===== src/rtl/vtesc_pkg.sv =====
// shared constants, byte codes and controller/datapath interface types
// for the vt escape sequence parser; no dependencies
package vtesc_pkg;

  // default number of stored csi parameters
  localparam int unsigned MAX_PARAMS_DEF = 16;

  // control and class boundary bytes
  localparam logic [7:0] CH_ESC      = 8'h1B;
  localparam logic [7:0] CH_BEL      = 8'h07;
  localparam logic [7:0] CH_CR       = 8'h0D;
  localparam logic [7:0] CH_LF       = 8'h0A;
  localparam logic [7:0] CH_BS       = 8'h08;
  localparam logic [7:0] CH_TAB      = 8'h09;
  localparam logic [7:0] CH_SP       = 8'h20;
  localparam logic [7:0] CH_INTER_HI = 8'h2F;
  localparam logic [7:0] CH_FINAL_LO = 8'h40;
  localparam logic [7:0] CH_FINAL_HI = 8'h7E;
  localparam logic [7:0] CH_ZERO     = 8'h30;
  localparam logic [7:0] CH_NINE     = 8'h39;
  localparam logic [7:0] CH_COLON    = 8'h3A;
  localparam logic [7:0] CH_SEMI     = 8'h3B;
  localparam logic [7:0] CH_QUEST    = 8'h3F;
  localparam logic [7:0] CH_LBRK     = 8'h5B;
  localparam logic [7:0] CH_RBRK     = 8'h5D;

  // escape and csi final bytes
  localparam logic [7:0] CH_A    = 8'h41;
  localparam logic [7:0] CH_B    = 8'h42;
  localparam logic [7:0] CH_C    = 8'h43;
  localparam logic [7:0] CH_D    = 8'h44;
  localparam logic [7:0] CH_E    = 8'h45;
  localparam logic [7:0] CH_F    = 8'h46;
  localparam logic [7:0] CH_H    = 8'h48;
  localparam logic [7:0] CH_J    = 8'h4A;
  localparam logic [7:0] CH_K    = 8'h4B;
  localparam logic [7:0] CH_M    = 8'h4D;
  localparam logic [7:0] CH_S    = 8'h53;
  localparam logic [7:0] CH_T    = 8'h54;
  localparam logic [7:0] CH_LC_F = 8'h66;
  localparam logic [7:0] CH_LC_M = 8'h6D;
  localparam logic [7:0] CH_LC_R = 8'h72;

  // event kinds
  localparam logic [3:0] EV_TEXT   = 4'd0;
  localparam logic [3:0] EV_BELL   = 4'd1;
  localparam logic [3:0] EV_SUP    = 4'd2;
  localparam logic [3:0] EV_SDN    = 4'd3;
  localparam logic [3:0] EV_POS    = 4'd4;
  localparam logic [3:0] EV_UP     = 4'd5;
  localparam logic [3:0] EV_DOWN   = 4'd6;
  localparam logic [3:0] EV_FWD    = 4'd7;
  localparam logic [3:0] EV_BACK   = 4'd8;
  localparam logic [3:0] EV_ED     = 4'd9;
  localparam logic [3:0] EV_EL     = 4'd10;
  localparam logic [3:0] EV_REGION = 4'd11;
  localparam logic [3:0] EV_SGR    = 4'd12;

  // source of a result loaded into the output register
  typedef enum logic [2:0] {
    SRC_TEXT,
    SRC_BELL,
    SRC_SUP1,
    SRC_SDN1,
    SRC_FINAL,
    SRC_POS01,
    SRC_SGR
  } src_e;

  // what a csi final byte produces
  typedef enum logic [1:0] {
    FIN_NONE,
    FIN_ONE,
    FIN_TWO,
    FIN_RUN
  } fin_e;

  // controller to datapath commands
  typedef struct packed {
    logic csi_start;
    logic par_entry;
    logic par_byte;
    logic fin_commit;
    logic sgr_rd;
    logic out_load;
    src_e out_src;
    logic out_last;
  } cmd_t;

  // datapath to controller status
  typedef struct packed {
    fin_e fin_class;
    logic sgr_last;
  } sts_t;

endpackage


===== src/rtl/vtesc_ctrl.sv =====
// parse state machine and result sequencing for the vt escape sequence parser
// depends on vtesc_pkg; drives vtesc_dp through cmd_t and reads sts_t
module vtesc_ctrl (
  input  logic               clk_i,
  input  logic               rst_ni,
  input  logic               in_valid_i,
  input  logic [7:0]         in_byte_i,
  output logic               in_ready_o,
  output logic               out_valid_o,
  input  logic               out_ready_i,
  input  vtesc_pkg::sts_t    sts_i,
  output vtesc_pkg::cmd_t    cmd_o
);

  localparam logic [3:0] ST_GROUND  = 4'd0;
  localparam logic [3:0] ST_ESC     = 4'd1;
  localparam logic [3:0] ST_ENTRY   = 4'd2;
  localparam logic [3:0] ST_PARAM   = 4'd3;
  localparam logic [3:0] ST_INTER   = 4'd4;
  localparam logic [3:0] ST_OSC     = 4'd5;
  localparam logic [3:0] ST_EPOS    = 4'd6;
  localparam logic [3:0] ST_SGR_RD  = 4'd7;
  localparam logic [3:0] ST_SGR_OUT = 4'd8;

  logic [3:0]      state_q, state_d;
  logic            out_valid_q, out_valid_d;
  logic            out_free;
  logic            parse_st;
  logic            take;
  logic            is_digit, is_inter, is_final, is_text;
  logic            is_entry_byte, is_param_byte;
  logic            fin_take;
  vtesc_pkg::cmd_t cmd;

  // byte classes
  assign is_digit = (in_byte_i >= vtesc_pkg::CH_ZERO) && (in_byte_i <= vtesc_pkg::CH_NINE);
  assign is_inter = (in_byte_i >= vtesc_pkg::CH_SP) && (in_byte_i <= vtesc_pkg::CH_INTER_HI);
  assign is_final = (in_byte_i >= vtesc_pkg::CH_FINAL_LO)
                 && (in_byte_i <= vtesc_pkg::CH_FINAL_HI);
  assign is_text  = (in_byte_i >= vtesc_pkg::CH_SP) || (in_byte_i == vtesc_pkg::CH_CR)
                 || (in_byte_i == vtesc_pkg::CH_LF) || (in_byte_i == vtesc_pkg::CH_BS)
                 || (in_byte_i == vtesc_pkg::CH_TAB);
  assign is_entry_byte = is_digit || (in_byte_i == vtesc_pkg::CH_SEMI)
                      || (in_byte_i == vtesc_pkg::CH_QUEST);
  assign is_param_byte = is_entry_byte || (in_byte_i == vtesc_pkg::CH_COLON);

  // handshake: bytes are taken in parse states while the output register can move
  assign out_free = !out_valid_q || out_ready_i;
  assign parse_st = (state_q == ST_GROUND) || (state_q == ST_ESC) || (state_q == ST_ENTRY)
                 || (state_q == ST_PARAM) || (state_q == ST_INTER) || (state_q == ST_OSC);
  assign in_ready_o = parse_st && out_free;
  assign take       = in_valid_i && in_ready_o;
  assign fin_take   = take && is_final
                   && ((state_q == ST_ENTRY) || (state_q == ST_PARAM) || (state_q == ST_INTER));

  // next state and commands
  always_comb begin
    state_d = state_q;
    cmd     = '0;
    unique case (state_q)
      ST_GROUND: begin
        if (take) begin
          if (in_byte_i == vtesc_pkg::CH_ESC) begin
            state_d = ST_ESC;
          end else if (in_byte_i == vtesc_pkg::CH_BEL) begin
            cmd.out_load = 1'b1;
            cmd.out_src  = vtesc_pkg::SRC_BELL;
            cmd.out_last = 1'b1;
          end else if (is_text) begin
            cmd.out_load = 1'b1;
            cmd.out_src  = vtesc_pkg::SRC_TEXT;
            cmd.out_last = 1'b1;
          end
        end
      end
      ST_ESC: begin
        if (take) begin
          state_d = ST_GROUND;
          if (in_byte_i == vtesc_pkg::CH_LBRK) begin
            cmd.csi_start = 1'b1;
            state_d       = ST_ENTRY;
          end else if (in_byte_i == vtesc_pkg::CH_RBRK) begin
            state_d = ST_OSC;
          end else if (in_byte_i == vtesc_pkg::CH_D) begin
            cmd.out_load = 1'b1;
            cmd.out_src  = vtesc_pkg::SRC_SUP1;
            cmd.out_last = 1'b1;
          end else if (in_byte_i == vtesc_pkg::CH_M) begin
            cmd.out_load = 1'b1;
            cmd.out_src  = vtesc_pkg::SRC_SDN1;
            cmd.out_last = 1'b1;
          end
        end
      end
      ST_ENTRY: begin
        if (take) begin
          if (is_entry_byte) begin
            cmd.par_entry = 1'b1;
            state_d       = ST_PARAM;
          end else if (is_inter) begin
            state_d = ST_INTER;
          end
        end
      end
      ST_PARAM: begin
        if (take) begin
          if (is_param_byte) begin
            cmd.par_byte = 1'b1;
          end else if (is_inter) begin
            state_d = ST_INTER;
          end
        end
      end
      ST_INTER: begin
      end
      ST_OSC: begin
        if (take) begin
          if (in_byte_i == vtesc_pkg::CH_BEL) begin
            state_d = ST_GROUND;
          end else if (in_byte_i == vtesc_pkg::CH_ESC) begin
            state_d = ST_ESC;
          end
        end
      end
      ST_EPOS: begin
        if (out_free) begin
          cmd.out_load = 1'b1;
          cmd.out_src  = vtesc_pkg::SRC_POS01;
          cmd.out_last = 1'b1;
          state_d      = ST_GROUND;
        end
      end
      ST_SGR_RD: begin
        cmd.sgr_rd = 1'b1;
        state_d    = ST_SGR_OUT;
      end
      ST_SGR_OUT: begin
        if (out_free) begin
          cmd.out_load = 1'b1;
          cmd.out_src  = vtesc_pkg::SRC_SGR;
          cmd.out_last = sts_i.sgr_last;
          state_d      = sts_i.sgr_last ? ST_GROUND : ST_SGR_RD;
        end
      end
      default: begin
        state_d = ST_GROUND;
      end
    endcase

    // csi final byte, common to entry, parameter and intermediate states
    if (fin_take) begin
      cmd.fin_commit = 1'b1;
      unique case (sts_i.fin_class)
        vtesc_pkg::FIN_ONE: begin
          cmd.out_load = 1'b1;
          cmd.out_src  = vtesc_pkg::SRC_FINAL;
          cmd.out_last = 1'b1;
          state_d      = ST_GROUND;
        end
        vtesc_pkg::FIN_TWO: begin
          cmd.out_load = 1'b1;
          cmd.out_src  = vtesc_pkg::SRC_FINAL;
          cmd.out_last = 1'b0;
          state_d      = ST_EPOS;
        end
        vtesc_pkg::FIN_RUN: begin
          state_d = ST_SGR_RD;
        end
        default: begin
          state_d = ST_GROUND;
        end
      endcase
    end
  end

  // output valid flag
  always_comb begin
    if (cmd.out_load) begin
      out_valid_d = 1'b1;
    end else if (out_ready_i) begin
      out_valid_d = 1'b0;
    end else begin
      out_valid_d = out_valid_q;
    end
  end

  always_ff @(posedge clk_i or negedge rst_ni) begin
    if (!rst_ni) begin
      state_q     <= ST_GROUND;
      out_valid_q <= 1'b0;
    end else begin
      state_q     <= state_d;
      out_valid_q <= out_valid_d;
    end
  end

  assign out_valid_o = out_valid_q;
  assign cmd_o       = cmd;

`ifndef SYNTH
  // a result never overwrites one still waiting downstream
  a_load_when_free: assert property (@(posedge clk_i) disable iff (!rst_ni)
    cmd.out_load |-> (!out_valid_q || out_ready_i))
    else $error("output register loaded while occupied");

  // a result that is not last of its byte is always followed by more
  a_more_follows: assert property (@(posedge clk_i) disable iff (!rst_ni)
    (cmd.out_load && !cmd.out_last) |=> (state_q == ST_EPOS || state_q == ST_SGR_RD))
    else $error("run ended without a last result");
`endif

endmodule


===== src/rtl/vtesc_dp.sv =====
// csi parameter storage, final byte decode and output register
// for the vt escape sequence parser; depends on vtesc_pkg
module vtesc_dp #(
  parameter int unsigned MAX_PARAMS = vtesc_pkg::MAX_PARAMS_DEF
) (
  input  logic            clk_i,
  input  logic            rst_ni,
  input  logic [7:0]      in_byte_i,
  input  vtesc_pkg::cmd_t cmd_i,
  output vtesc_pkg::sts_t sts_o,
  output logic [3:0]      event_kind_o,
  output logic [15:0]     arg_one_o,
  output logic [15:0]     arg_two_o,
  output logic            last_of_run_o
);

  localparam int unsigned IW = $clog2(MAX_PARAMS);
  localparam int unsigned CW = $clog2(MAX_PARAMS + 2);

  // parameter state
  logic [CW-1:0]  count_q, count_d;
  logic           inval_q, inval_d;
  logic           priv_q, priv_d;
  logic [IW-1:0]  idx_q, idx_d;
  logic [15:0]    acc_q, acc_d;
  logic [15:0]    p0_q, p1_q;
  logic [15:0]    rdata_q;
  logic [15:0]    store_mem [MAX_PARAMS];

  // write port
  logic           wr_en;
  logic [IW-1:0]  wr_addr;
  logic [15:0]    wr_data;

  // output register
  logic [3:0]     kind_q;
  logic [15:0]    a_q, b_q;
  logic           last_q;

  logic           live;
  logic [CW-1:0]  cur;
  logic [CW-1:0]  n_cnt;
  logic           is_digit, is_semi, is_sep_bad;
  logic [19:0]    acc_ext;
  logic [15:0]    acc_sat;
  logic [15:0]    part0, part1;
  logic [15:0]    arg0_d1, arg0_d0, arg1_d1;
  vtesc_pkg::fin_e fin_class;
  logic [3:0]     fin_kind;
  logic [15:0]    fin_a, fin_b;

  assign is_digit   = (in_byte_i >= vtesc_pkg::CH_ZERO) && (in_byte_i <= vtesc_pkg::CH_NINE);
  assign is_semi    = (in_byte_i == vtesc_pkg::CH_SEMI);
  assign is_sep_bad = (in_byte_i == vtesc_pkg::CH_COLON) || (in_byte_i == vtesc_pkg::CH_QUEST);

  // current part index and part count in use
  assign live  = (count_q != '0) && (count_q <= CW'(MAX_PARAMS));
  assign cur   = count_q - 1'b1;
  assign n_cnt = (count_q > CW'(MAX_PARAMS)) ? CW'(MAX_PARAMS) : count_q;

  // decimal accumulate with saturation
  assign acc_ext = {1'b0, acc_q, 3'b000} + {3'b000, acc_q, 1'b0} + {16'd0, in_byte_i[3:0]};
  assign acc_sat = (acc_ext > 20'd65535) ? 16'hFFFF : acc_ext[15:0];

  // parameter bookkeeping
  always_comb begin
    count_d = count_q;
    inval_d = inval_q;
    priv_d  = priv_q;
    acc_d   = acc_q;
    idx_d   = idx_q;
    wr_en   = 1'b0;
    wr_addr = cur[IW-1:0];
    wr_data = acc_q;
    if (cmd_i.csi_start) begin
      count_d = '0;
      inval_d = 1'b0;
      priv_d  = 1'b0;
    end
    if (cmd_i.par_entry) begin
      if (is_semi) begin
        // empty first part closes at once
        wr_en   = 1'b1;
        wr_addr = '0;
        wr_data = '0;
        count_d = CW'(2);
        acc_d   = '0;
        inval_d = 1'b0;
      end else if (is_digit) begin
        count_d = CW'(1);
        acc_d   = {12'd0, in_byte_i[3:0]};
        inval_d = 1'b0;
      end else begin
        count_d = CW'(1);
        acc_d   = '0;
        inval_d = 1'b1;
        priv_d  = 1'b1;
      end
    end
    if (cmd_i.par_byte) begin
      if (is_semi) begin
        wr_en   = live;
        if (count_q <= CW'(MAX_PARAMS)) begin
          count_d = count_q + 1'b1;
        end
        acc_d   = '0;
        inval_d = 1'b0;
      end else if (is_sep_bad) begin
        inval_d = 1'b1;
        acc_d   = '0;
      end else if (!inval_q) begin
        acc_d = acc_sat;
      end
    end
    if (cmd_i.fin_commit) begin
      wr_en = live;
      idx_d = '0;
    end
    if (cmd_i.out_load && (cmd_i.out_src == vtesc_pkg::SRC_SGR)) begin
      idx_d = idx_q + 1'b1;
    end
  end

  // part values and defaults seen by a final byte
  assign part0   = (count_q == CW'(1)) ? acc_q : p0_q;
  assign part1   = (count_q == CW'(2)) ? acc_q : p1_q;
  assign arg0_d1 = ((count_q != '0) && (part0 != '0)) ? part0 : 16'd1;
  assign arg0_d0 = (count_q != '0) ? part0 : 16'd0;
  assign arg1_d1 = ((count_q >= CW'(2)) && (part1 != '0)) ? part1 : 16'd1;

  // final byte decode
  always_comb begin
    fin_class = vtesc_pkg::FIN_NONE;
    fin_kind  = vtesc_pkg::EV_TEXT;
    fin_a     = '0;
    fin_b     = '0;
    if (!priv_q) begin
      unique case (in_byte_i) inside
        vtesc_pkg::CH_LC_M: begin
          fin_kind  = vtesc_pkg::EV_SGR;
          fin_class = (count_q == '0) ? vtesc_pkg::FIN_ONE : vtesc_pkg::FIN_RUN;
        end
        vtesc_pkg::CH_H, vtesc_pkg::CH_LC_F: begin
          fin_class = vtesc_pkg::FIN_ONE;
          fin_kind  = vtesc_pkg::EV_POS;
          fin_a     = arg0_d1;
          fin_b     = arg1_d1;
        end
        vtesc_pkg::CH_A, vtesc_pkg::CH_F: begin
          fin_class = vtesc_pkg::FIN_ONE;
          fin_kind  = vtesc_pkg::EV_UP;
          fin_a     = arg0_d1;
        end
        vtesc_pkg::CH_B: begin
          fin_class = vtesc_pkg::FIN_ONE;
          fin_kind  = vtesc_pkg::EV_DOWN;
          fin_a     = arg0_d1;
        end
        vtesc_pkg::CH_C: begin
          fin_class = vtesc_pkg::FIN_ONE;
          fin_kind  = vtesc_pkg::EV_FWD;
          fin_a     = arg0_d1;
        end
        vtesc_pkg::CH_D: begin
          fin_class = vtesc_pkg::FIN_ONE;
          fin_kind  = vtesc_pkg::EV_BACK;
          fin_a     = arg0_d1;
        end
        vtesc_pkg::CH_J: begin
          fin_class = vtesc_pkg::FIN_ONE;
          fin_kind  = vtesc_pkg::EV_ED;
          fin_a     = arg0_d0;
        end
        vtesc_pkg::CH_K: begin
          fin_class = vtesc_pkg::FIN_ONE;
          fin_kind  = vtesc_pkg::EV_EL;
          fin_a     = arg0_d0;
        end
        vtesc_pkg::CH_S: begin
          fin_class = vtesc_pkg::FIN_ONE;
          fin_kind  = vtesc_pkg::EV_SUP;
          fin_a     = arg0_d1;
        end
        vtesc_pkg::CH_T: begin
          fin_class = vtesc_pkg::FIN_ONE;
          fin_kind  = vtesc_pkg::EV_SDN;
          fin_a     = arg0_d1;
        end
        vtesc_pkg::CH_LC_R: begin
          fin_class = vtesc_pkg::FIN_ONE;
          fin_kind  = vtesc_pkg::EV_REGION;
          if (count_q >= CW'(2)) begin
            fin_a = part0;
            fin_b = part1;
          end else begin
            fin_a = 16'd1;
          end
        end
        vtesc_pkg::CH_E: begin
          fin_class = vtesc_pkg::FIN_TWO;
          fin_kind  = vtesc_pkg::EV_DOWN;
          fin_a     = arg0_d1;
        end
        default: begin
        end
      endcase
    end
  end

  // control registers
  always_ff @(posedge clk_i or negedge rst_ni) begin
    if (!rst_ni) begin
      count_q <= '0;
      inval_q <= 1'b0;
      priv_q  <= 1'b0;
      idx_q   <= '0;
    end else begin
      count_q <= count_d;
      inval_q <= inval_d;
      priv_q  <= priv_d;
      idx_q   <= idx_d;
    end
  end

  // accumulator and shadows of the first two parts
  always_ff @(posedge clk_i) begin
    acc_q <= acc_d;
    if (wr_en && (wr_addr == IW'(0))) begin
      p0_q <= wr_data;
    end
    if (wr_en && (wr_addr == IW'(1))) begin
      p1_q <= wr_data;
    end
  end

  // parameter memory, one write and one registered read
  always_ff @(posedge clk_i) begin
    if (wr_en) begin
      store_mem[wr_addr] <= wr_data;
    end
    if (cmd_i.sgr_rd) begin
      rdata_q <= store_mem[idx_q];
    end
  end

  // output register
  always_ff @(posedge clk_i) begin
    if (cmd_i.out_load) begin
      last_q <= cmd_i.out_last;
      case (cmd_i.out_src)
        vtesc_pkg::SRC_TEXT: begin
          kind_q <= vtesc_pkg::EV_TEXT;
          a_q    <= {8'd0, in_byte_i};
          b_q    <= '0;
        end
        vtesc_pkg::SRC_BELL: begin
          kind_q <= vtesc_pkg::EV_BELL;
          a_q    <= '0;
          b_q    <= '0;
        end
        vtesc_pkg::SRC_SUP1: begin
          kind_q <= vtesc_pkg::EV_SUP;
          a_q    <= 16'd1;
          b_q    <= '0;
        end
        vtesc_pkg::SRC_SDN1: begin
          kind_q <= vtesc_pkg::EV_SDN;
          a_q    <= 16'd1;
          b_q    <= '0;
        end
        vtesc_pkg::SRC_FINAL: begin
          kind_q <= fin_kind;
          a_q    <= fin_a;
          b_q    <= fin_b;
        end
        vtesc_pkg::SRC_POS01: begin
          kind_q <= vtesc_pkg::EV_POS;
          a_q    <= '0;
          b_q    <= 16'd1;
        end
        vtesc_pkg::SRC_SGR: begin
          kind_q <= vtesc_pkg::EV_SGR;
          a_q    <= rdata_q;
          b_q    <= '0;
        end
        default: begin
          kind_q <= vtesc_pkg::EV_TEXT;
          a_q    <= '0;
          b_q    <= '0;
        end
      endcase
    end
  end

  assign sts_o.fin_class = fin_class;
  assign sts_o.sgr_last  = (CW'(idx_q) == (n_cnt - 1'b1));
  assign event_kind_o    = kind_q;
  assign arg_one_o       = a_q;
  assign arg_two_o       = b_q;
  assign last_of_run_o   = last_q;

`ifndef SYNTH
  // the part count saturates one past the stored parts
  a_count_bound: assert property (@(posedge clk_i) disable iff (!rst_ni)
    count_q <= CW'(MAX_PARAMS + 1))
    else $error("parameter count out of range");

  // an sgr run only reads stored parts
  a_sgr_has_parts: assert property (@(posedge clk_i) disable iff (!rst_ni)
    cmd_i.sgr_rd |-> (count_q != '0 && CW'(idx_q) < n_cnt))
    else $error("sgr read past the stored parts");
`endif

endmodule


===== src/rtl/vt_escape_sequence_parser.sv =====
// top level of the vt escape sequence parser: stream ports, controller and datapath
// depends on vtesc_pkg, vtesc_ctrl and vtesc_dp
//
// Takes one terminal byte per transaction and returns text, bell, scroll, cursor,
// erase, scroll-region and sgr events. A byte is taken in a parse state whenever the
// output register is empty or being drained, so plain text and escape or parameter
// bytes flow at one byte per cycle. A csi 'E' holds the input for its second result.
// An sgr final byte with n stored parameters holds the input for one parameter
// memory read and one output load per parameter, in turn, since the parameter memory
// has a single read port. Every result of a byte carries tlast on its final one.
module vt_escape_sequence_parser #(
  parameter int unsigned MAX_PARAMS = vtesc_pkg::MAX_PARAMS_DEF
) (
  input  logic        clk_i,
  input  logic        rst_ni,
  input  logic        s_axis_tvalid,
  output logic        s_axis_tready,
  input  logic [7:0]  s_axis_tdata,   // [7:0] in_byte
  output logic        m_axis_tvalid,
  input  logic        m_axis_tready,
  output logic [31:0] m_axis_tdata,   // [15:0] arg_one, [31:16] arg_two
  output logic [3:0]  m_axis_tuser,   // [3:0] event_kind
  output logic        m_axis_tlast
);

  vtesc_pkg::cmd_t cmd;
  vtesc_pkg::sts_t sts;
  logic [15:0]     arg_one;
  logic [15:0]     arg_two;

  // parse and sequencing control
  vtesc_ctrl u_ctrl (
    .clk_i       (clk_i),
    .rst_ni      (rst_ni),
    .in_valid_i  (s_axis_tvalid),
    .in_byte_i   (s_axis_tdata),
    .in_ready_o  (s_axis_tready),
    .out_valid_o (m_axis_tvalid),
    .out_ready_i (m_axis_tready),
    .sts_i       (sts),
    .cmd_o       (cmd)
  );

  // parameters, decode and output register
  vtesc_dp #(
    .MAX_PARAMS (MAX_PARAMS)
  ) u_dp (
    .clk_i         (clk_i),
    .rst_ni        (rst_ni),
    .in_byte_i     (s_axis_tdata),
    .cmd_i         (cmd),
    .sts_o         (sts),
    .event_kind_o  (m_axis_tuser),
    .arg_one_o     (arg_one),
    .arg_two_o     (arg_two),
    .last_of_run_o (m_axis_tlast)
  );

  assign m_axis_tdata = {arg_two, arg_one};

endmodule


===== config.mk =====
export PLATFORM = sky130hd
export DESIGN_NAME = vt_escape_sequence_parser
export DESIGN_NICKNAME = d
export VERILOG_FILES = /design/src/rtl/vtesc_pkg.sv /design/src/rtl/vtesc_ctrl.sv /design/src/rtl/vtesc_dp.sv /design/src/rtl/vt_escape_sequence_parser.sv
export SDC_FILE = /design/constraint.sdc
export NUM_CORES = 1
export LEC_CHECK = 0
export BUFFER_PORTS_ARGS = -buffer_cell sky130_fd_sc_hd__buf_4
export CORE_MARGIN = 1.5
export CORE_UTILIZATION = 47
export CTS_CLUSTER_DIAMETER = 200
export DETAILED_ROUTE_END_ITERATION = 10
export SKIP_CTS_REPAIR_TIMING = 1
export SYNTH_ARGS = -nofsm -noshare
export SYNTH_HDL_FRONTEND = slang
export SYNTH_SLANG_ARGS = --single-unit
export TNS_END_PERCENT = 10

===== constraint.sdc =====
create_clock -name clk_i -period 5.03 [get_ports clk_i]
set_clock_uncertainty 0.05 [all_clocks]
set_input_delay 0.503 -clock clk_i [delete_from_list [all_inputs] [get_ports clk_i]]
set_output_delay 0.503 -clock clk_i [all_outputs]
set_load 0.05 [all_outputs]

## Word-level counts from Yosys, hierarchy flattened

Memory sizes are Yosys's and may differ from the RTL's. A register that Yosys moved wholly into a read port is not among the register bits.
Index checks and enable logic that the tools add are counted.

- Add/subtract/negate cells: 6
- Equality and inequality tests: 56
- Multiplexer cells: 103
- Reduce and logical (&&, ||, !) cells: 47
- Order comparisons: 10

Operators with widths:

| operator | count |
|---|---|
| 16-bit 2-to-1 mux | 17 |
| 8-bit by 7-bit equality test with 1-bit output, second input constant | 17 |
| 5-bit 2-to-1 mux | 18 |
| 4-bit 2-to-1 mux | 21 |
| 16-bit one-hot mux with 2 select lines | 2 |
| 16-bit one-hot mux with 4 select lines | 1 |
| 16-bit one-hot mux with 3 select lines | 1 |
| 4-bit one-hot mux with 11 select lines | 1 |
| 4-bit one-hot mux with 9 select lines | 1 |
| 8-bit by 4-bit equality test with 1-bit output, second input constant | 4 |
| 16-bit nonzero test | 2 |
| 1-bit 2-to-1 mux | 31 |
| 8-bit by 6-bit equality test with 1-bit output, second input constant | 3 |
| 4-bit one-hot mux with 6 select lines | 1 |
| 3-bit by 1-bit != test with 1-bit output, second input constant | 7 |
| 19-bit by 17-bit adder with 20-bit output | 1 |
| 20-bit by 4-bit adder with 20-bit output | 1 |
| 20-bit by 16-bit > comparator with 1-bit output, second input constant | 1 |
| 5-bit one-hot mux with 4 select lines | 1 |
| 4-bit by 3-bit equality test with 1-bit output, second input constant | 4 |
| 8-bit by 6-bit >= comparator with 1-bit output, second input constant | 2 |
| 8-bit by 6-bit <= comparator with 1-bit output, second input constant | 2 |
| 1-bit logical OR | 16 |
| 1-bit logical AND | 13 |
| 39 further kinds | 54 |

- Word-level logic and storage cells: 236
- Flip-flop bits (word level): 101
- Bits of input ports: 12
- Memory bits (writable): 256
- Memories kept: 1

Memories:

| name | words | bits a word | rd ports | clocked after Yosys merged registers in | wr ports | line | RTL |
|---|---|---|---|---|---|---|---|
| u_dp.store_mem | 16 | 16 | 1 | 1 | 1 | vtesc_dp.sv:28 | `logic [15:0] store_mem [MAX_PARAMS];` |

## Depth between registers and ports, before layout

- Depth after elaboration: 16
- Gate-level depth with buffers: 16
- Depth with buffers taken out: 14

## By module

From an unflattened synthesis, not the netlist that was laid out.

- Cells, all modules: 1,295
- Area, all modules: 16,602.2 sq um

Modules (own cells, without submodules):

| module | sequential area each (sq um) | cells an instance | instances | area each (sq um) |
|---|---|---|---|---|
| vtesc_dp | 9,874.5 | 1,169 | 1 | 15,633.7 |
| vtesc_ctrl | 125.1 | 126 | 1 | 968.4 |

## Worst setup path after synthesis

OpenSTA, ideal clock, no wires.

- Kind: register to register
- Start: register u_ctrl.out_valid_q (netlist: u_ctrl.out_valid_o)
- End: memory u_dp.store_mem[7][0] (enable)
- Cell stages (with the launch flop): 10
- Buffers on the path: 2
- Setup time: 409 ps
- Data arrival time: 3,206 ps
- Clock period less this slack: 3,665 ps
- Slack: 1,365 ps
- Path through: dfrtp_1 nor2b_1 buf_6 or3_1 buf_2 nor4b_4 o21ai_0 nor2_1 nand2_1 nor3_1

- Longest elaborated chain between the ends: 12

Ends and longest elaborated chain:

| what | line | RTL |
|---|---|---|
| start, declared | vtesc_ctrl.sv:26 | `logic out_valid_q, out_valid_d;` |
| start signal, assigned | vtesc_ctrl.sv:193 | `out_valid_q <= out_valid_d;` |
| 1-bit zero test * | vtesc_ctrl.sv:48 | `assign out_free = !out_valid_q \|\| out_ready_i;` |
| 1-bit logical OR * | vtesc_ctrl.sv:48 |  |
| 1-bit logical AND * | vtesc_ctrl.sv:51 | `assign in_ready_o = parse_st && out_free;` |
| 1-bit logical AND * | vtesc_ctrl.sv:52 | `assign take = in_valid_i && in_ready_o;` |
| 1-bit 2-to-1 mux | vtesc_ctrl.sv:96 | `if (take) begin` |
| 1-bit 2-to-1 mux | vtesc_ctrl.sv:60 | `unique case (state_q)` |
| 1-bit 2-to-1 mux | vtesc_dp.sv:80 | `if (cmd_i.par_entry) begin` |
| 1-bit 2-to-1 mux | vtesc_dp.sv:101 | `if (is_semi) begin` |
| 1-bit 2-to-1 mux | vtesc_dp.sv:100 | `if (cmd_i.par_byte) begin` |
| 1-bit 2-to-1 mux | vtesc_dp.sv:115 | `if (cmd_i.fin_commit) begin` |
| 1-bit 2-to-1 mux | vtesc_dp.sv:238 | `if (wr_en) begin` |
| 1-bit 2-to-1 mux (implied by the code) | vtesc_dp.sv:239 | `store_mem[wr_addr] <= wr_data;` |
| end, declared | vtesc_dp.sv:28 |  |

Mark *: on every way between the ends. The rest lies on a longest branch, timed or not.

==> impl_results.html <==
<table>
<tr><th>Metric</th><th>Value</th></tr>
<tr><th colspan="2">Critical path</th></tr>
<tr><td>Critical Setup Path Class</td><td>reg2reg</td></tr>
<tr><td>Required time at the worst-slack endpoint</td><td>between 5 and 6 ns</td></tr>
<tr><td>Worst reg2reg startpoint</td><td>u_dp.count_q[0]$_DFF_PN0_</td></tr>
<tr><td>R2R depth</td><td>14</td></tr>
<tr><td>Register-to-register path setup slack</td><td>between 1 and 1.5 ns</td></tr>
<tr><td>Type of origin of the critical path</td><td>register</td></tr>
<tr><td>Critical Path Fanout Max</td><td>27</td></tr>
<tr><td>Endpoint of the most critical register-to-register path</td><td>u_dp.arg_one_o[10]$_DFFE_PP_</td></tr>
<tr><td>Setup crit end kind</td><td>register</td></tr>
<tr><td>Arrival time at the worst endpoint</td><td>3.94 ns</td></tr>
<tr><th colspan="2">Synth</th></tr>
<tr><td>Top-area cell type share of the netlist area</td><td>roughly 57%</td></tr>
<tr><td>Number of synthesized flops with an enable pin</td><td>about 310</td></tr>
<tr><td>Top-count cell post-synth</td><td>sky130_fd_sc_hd__edfxtp_1</td></tr>
<tr><td>Combined area of all synthesized cells</td><td>16300 um^2</td></tr>
<tr><td>Seq cells post-synth</td><td>341</td></tr>
<tr><td>Syn Area/Cell</td><td>13.2 um^2</td></tr>
<tr><td>Share of flip-flops with an asynchronous set or reset after synthesis</td><td>4.69%</td></tr>
<tr><td>Commonest cells in the synthesized netlist</td><td>sky130_fd_sc_hd__edfxtp_1 (309), sky130_fd_sc_hd__nand2_1 (107), sky130_fd_sc_hd__mux2i_1 (83), sky130_fd_sc_hd__nor2_1 (80), sky130_fd_sc_hd__o21ai_0 (76)</td></tr>
<tr><td>Post-Synthesis Net Count</td><td>1288</td></tr>
<tr><td>Number of warnings printed during yosys synthesis</td><td>0</td></tr>
<tr><td>Sequential fraction of the synthesis area</td><td>61.3%</td></tr>
<tr><td>Primary flip-flop cell chosen by synthesis mapping</td><td>sky130_fd_sc_hd__edfxtp_1</td></tr>
<tr><td>Syn Inst Count</td><td>~1200</td></tr>
<tr><td>Library cell with the largest summed area after synthesis</td><td>sky130_fd_sc_hd__edfxtp_1</td></tr>
<tr><td>Largest cells by area after synthesis</td><td>sky130_fd_sc_hd__edfxtp_1 (57%), sky130_fd_sc_hd__mux2i_1 (5.1%), sky130_fd_sc_hd__mux4_2 (4.4%), sky130_fd_sc_hd__ha_1 (3.1%), sky130_fd_sc_hd__nand2_1 (2.5%)</td></tr>
<tr><td>Number of library cell types mapped by synthesis</td><td>77</td></tr>
<tr><th colspan="2">Layout</th></tr>
<tr><td>Final nets</td><td>1337</td></tr>
<tr><td>Filler cells</td><td>2958</td></tr>
<tr><td>Syn-to-layout area delta</td><td>12.6%</td></tr>
<tr><td>Area used by multi-input combinational logic</td><td>5940 um^2</td></tr>
<tr><td>Area of all sequential standard cells</td><td>about 10000 um^2</td></tr>
<tr><td>Antenna Diode Count</td><td>0</td></tr>
<tr><td>Fraction of final layout cells sized beyond drive strength 1</td><td>about 16%</td></tr>
<tr><th colspan="2">Global routing</th></tr>
<tr><td>Global route overflow</td><td>0</td></tr>
<tr><td>All-Layer GR Usage</td><td>23.2%</td></tr>
<tr><td>Initial antenna violation count</td><td>0</td></tr>
<tr><td>Vias in the first global route</td><td>10337</td></tr>
<tr><td>Largest net degree at the start of global routing</td><td>between 80 and 90</td></tr>
<tr><td>Global-route wire length before repair</td><td>63000 um</td></tr>
<tr><th colspan="2">Floorplan</th></tr>
<tr><td>Effective utilization at floorplan</td><td>47.4%</td></tr>
<tr><td>Boundary Pins</td><td>51</td></tr>
<tr><td>Standard cell core area</td><td>34400 um^2</td></tr>
<tr><td>DIE AREA</td><td>35800 um^2</td></tr>
<tr><td>Die Width</td><td>189 um</td></tr>
<tr><td>Number of placement rows</td><td>68</td></tr>
<tr><td>Floorplan die height</td><td>189 um</td></tr>
<tr><th colspan="2">Placement</th></tr>
<tr><td>Pre-CTS setup slack</td><td>1.15 ns</td></tr>
<tr><td>Routability congestion estimate</td><td>0.915</td></tr>
<tr><td>Half-perimeter wire length of the detailed placement result</td><td>between 20000 and 30000 um</td></tr>
<tr><td>Number of buffers added on ports</td><td>50</td></tr>
<tr><th colspan="2">Clocking</th></tr>
<tr><td>Number of buffers created by CTS</td><td>38</td></tr>
<tr><td>Level count of the clock H-tree</td><td>2</td></tr>
<tr><td>Clock slew at reported path FFs</td><td>0.06 ns</td></tr>
<tr><td>Clock sink count</td><td>between 300 and 400</td></tr>
<tr><td>Clock tree from TritonCTS</td><td>built</td></tr>
<tr><td>Clock insertion delay at the later pin of the skew report</td><td>0.54 ns</td></tr>
<tr><td>Clock Root Buffer</td><td>sky130_fd_sc_hd__clkbuf_16</td></tr>
<tr><td>CTS Buffer Depth</td><td>3</td></tr>
<tr><th colspan="2">STA</th></tr>
<tr><td>Min Tclk post-route</td><td>3.77 ns</td></tr>
<tr><td>Actual transition at the worst max-transition pin</td><td>approximately 1.1 ns</td></tr>
<tr><td>Final worst-path setup slack</td><td>approximately 1.3 ns</td></tr>
<tr><td>RSZ-0062 raised after global routing</td><td>false</td></tr>
<tr><td>Final setup viols</td><td>0</td></tr>
<tr><td>Fraction of the cycle the final worst path needs</td><td>74.9%</td></tr>
<tr><td>Count of final hold-check violations</td><td>0</td></tr>
<tr><td>Worst relative slew slack</td><td>26.8%</td></tr>
<tr><td>Final slew viol count</td><td>0</td></tr>
<tr><td>Highest Clock Rate</td><td>266 MHz</td></tr>
<tr><td>Sum of negative setup slack</td><td>0 ns</td></tr>
<tr><th colspan="2">Detailed routing</th></tr>
<tr><td>Routed via count divided by cell count</td><td>just under 6</td></tr>
<tr><td>Count of routing violations after the opening detailed-route iteration</td><td>849</td></tr>
<tr><td>DRT Wirelength</td><td>41000 um</td></tr>
<tr><td>Number of vias in the routed layout</td><td>~10000</td></tr>
<tr><td>DR DRC count</td><td>0</td></tr>
<tr><td>Routed WL per cell</td><td>23.3 um</td></tr>
<tr><td>Total iterations of the first detailed-routing run</td><td>6</td></tr>
<tr><td>Post-route antenna net violation count</td><td>0</td></tr>
<tr><th colspan="2">Run</th></tr>
<tr><td>Max-cap violation count</td><td>0</td></tr>
<tr><th colspan="2">Power and ir drop</th></tr>
<tr><td>Static Leak</td><td>6.63 nW</td></tr>
<tr><td>Power per standard cell area</td><td>roughly 380 nW/um^2</td></tr>
<tr><td>Worst vdd rail ir drop</td><td>0.318 mV</td></tr>
<tr><th colspan="2">Worst hold path</th></tr>
<tr><td>Path type of the worst min-delay path</td><td>in2async</td></tr>
<tr><th colspan="2">Run status</th></tr>
<tr><td>Run status</td><td>finished, final reports clean</td></tr>
</table>
-- layout make-up --
| type | count | area share, % |
|---|---|---|
| clock buffer | 49 | 5.46 |
| multi-input combinational | 800 | 32.4 |
| tap | 455 | 3.10 |
| sequential | 341 | 54.5 |
| timing repair buffer | 78 | 3.34 |
| clock inverter | 17 | 0.797 |
| inverter | 23 | 0.470 |
-- power by group --
group / switching [mW] / leakage, nW / internal (mW)
clock: 1.11 / 0.560 / 1.47
sequential: 0.134 / 3.43 / 3.26
combinational: 0.729 / 2.63 / 0.364
-- worst max-delay path: stages, from the launching register on --
cell and delay, ns:
sky130_fd_sc_hd__dfrtp_1 0.77, sky130_fd_sc_hd__inv_1 0.18, sky130_fd_sc_hd__ha_1 0.26, sky130_fd_sc_hd__nand2_1 0.09, sky130_fd_sc_hd__inv_1 0.05, sky130_fd_sc_hd__ha_1 0.22, sky130_fd_sc_hd__nor2_1 0.11, sky130_fd_sc_hd__nor2_1 0.04
sky130_fd_sc_hd__or2_2 0.28, sky130_fd_sc_hd__inv_1 0.08, sky130_fd_sc_hd__ha_1 0.22, sky130_fd_sc_hd__and2b_2 0.25, sky130_fd_sc_hd__nor2_1 0.07, sky130_fd_sc_hd__nand2_1 0.48, sky130_fd_sc_hd__buf_12 0.27
-- through the flow --
stage | cells | power (mW) | area [um^2] | hold WS [ns] | utilization, %
finish | 1763 | 7.07 | 18400 | 0.328 | 53.4
global route | 1763 | 7.33 | 18400 | 0.341 | 53.4
CTS | 1762 | 7.12 | 18400 | -0.233 | 53.4
detailed placement | 1696 | 4.54 | 17200 | 0.334 | 50.1
global placement | 1696 | 4.53 | 17200 | 0.333 | 50.1
floorplan | 1233 | 4.19 | 16300 | 0.157 | -
-- cells by family (layout without fill, tap and decap cells) --
family,Yosys count,after routing,share of synthesized area [%]
compound gates,269,269,10.9
simple gates,340,340,10.4
xor+xnor,19,19,1.02
flops,341,341,61.3
buf+inv,92,167,2.43
mux,129,129,10.5
fa+ha+maj,43,43,3.39
-- flip-flops by register name (all words and copies together) (netlist names), 4 cells and up --
register,count
u_dp.count_q,5
u_dp.p0_q,15
u_dp.idx_q,4
u_dp.arg_two_o,16
u_dp.acc_q,16
u_dp.store_mem,226
u_dp.event_kind_o,4
u_dp.rdata_q,16
u_dp.p1_q,15
u_ctrl.state_q,4
u_dp.arg_one_o,16
-- worst max-delay path by stage --
stage / from / to / cells after the start
after floorplan: u_ctrl.out_valid_o$_DFFE_PN0P_ / u_dp.store_mem[7][0]$_DFFE_PP_ / 9
after global placement: s_axis_tdata[3] / u_dp.acc_q[6]$_DFF_P_ / 10
after detailed placement: s_axis_tdata[3] / u_dp.acc_q[6]$_DFF_P_ / 10
after CTS: u_dp.count_q[0]$_DFF_PN0_ / u_dp.arg_one_o[10]$_DFFE_PP_ / 14
after global routing: u_dp.count_q[0]$_DFF_PN0_ / u_dp.arg_one_o[5]$_DFFE_PP_ / 14
final: u_dp.count_q[0]$_DFF_PN0_ / u_dp.arg_one_o[10]$_DFFE_PP_ / 14
-- per-layer routing --
| metal | share of wire (%) | GRT usage, % |
|---|---|---|
| met1 | 45 | 32.9 |
| met3 | 5.7 | 3.56 |
| met4 | 1.8 | 5.49 |
| met5 | 0 | 0 |
| met2 | 48 | 37.9 |
-- placed cells by master (no fill, tap or decap), types with 7 or more instances in the layout --
master                        n
sky130_fd_sc_hd__a211oi_1     8
sky130_fd_sc_hd__a21o_1       7
sky130_fd_sc_hd__a21oi_1     62
sky130_fd_sc_hd__a221oi_1    17
sky130_fd_sc_hd__a22oi_1     20
sky130_fd_sc_hd__a31oi_1      8
sky130_fd_sc_hd__and2_1      24
sky130_fd_sc_hd__and3_1       7
sky130_fd_sc_hd__buf_4       75
sky130_fd_sc_hd__clkbuf_1    10
sky130_fd_sc_hd__clkbuf_16   38
sky130_fd_sc_hd__clkinv_1     8
sky130_fd_sc_hd__dfrtp_1     14
sky130_fd_sc_hd__dfxtp_1     16
sky130_fd_sc_hd__edfxtp_1   309
sky130_fd_sc_hd__ha_1        41
sky130_fd_sc_hd__inv_1       23
sky130_fd_sc_hd__mux2_2      14
sky130_fd_sc_hd__mux2i_1     83
sky130_fd_sc_hd__mux4_2      32
sky130_fd_sc_hd__nand2_1    107
sky130_fd_sc_hd__nand2b_1    12
sky130_fd_sc_hd__nand3_1     21
sky130_fd_sc_hd__nand4_1     11
sky130_fd_sc_hd__nor2_1      80
sky130_fd_sc_hd__nor2b_1     12
sky130_fd_sc_hd__nor3_1      18
sky130_fd_sc_hd__nor4_1      15
sky130_fd_sc_hd__o21a_1      21
sky130_fd_sc_hd__o21ai_0     75
sky130_fd_sc_hd__xnor2_1     11
sky130_fd_sc_hd__xor2_1       8
No activity file was read; power rests on OpenSTA's default activity.
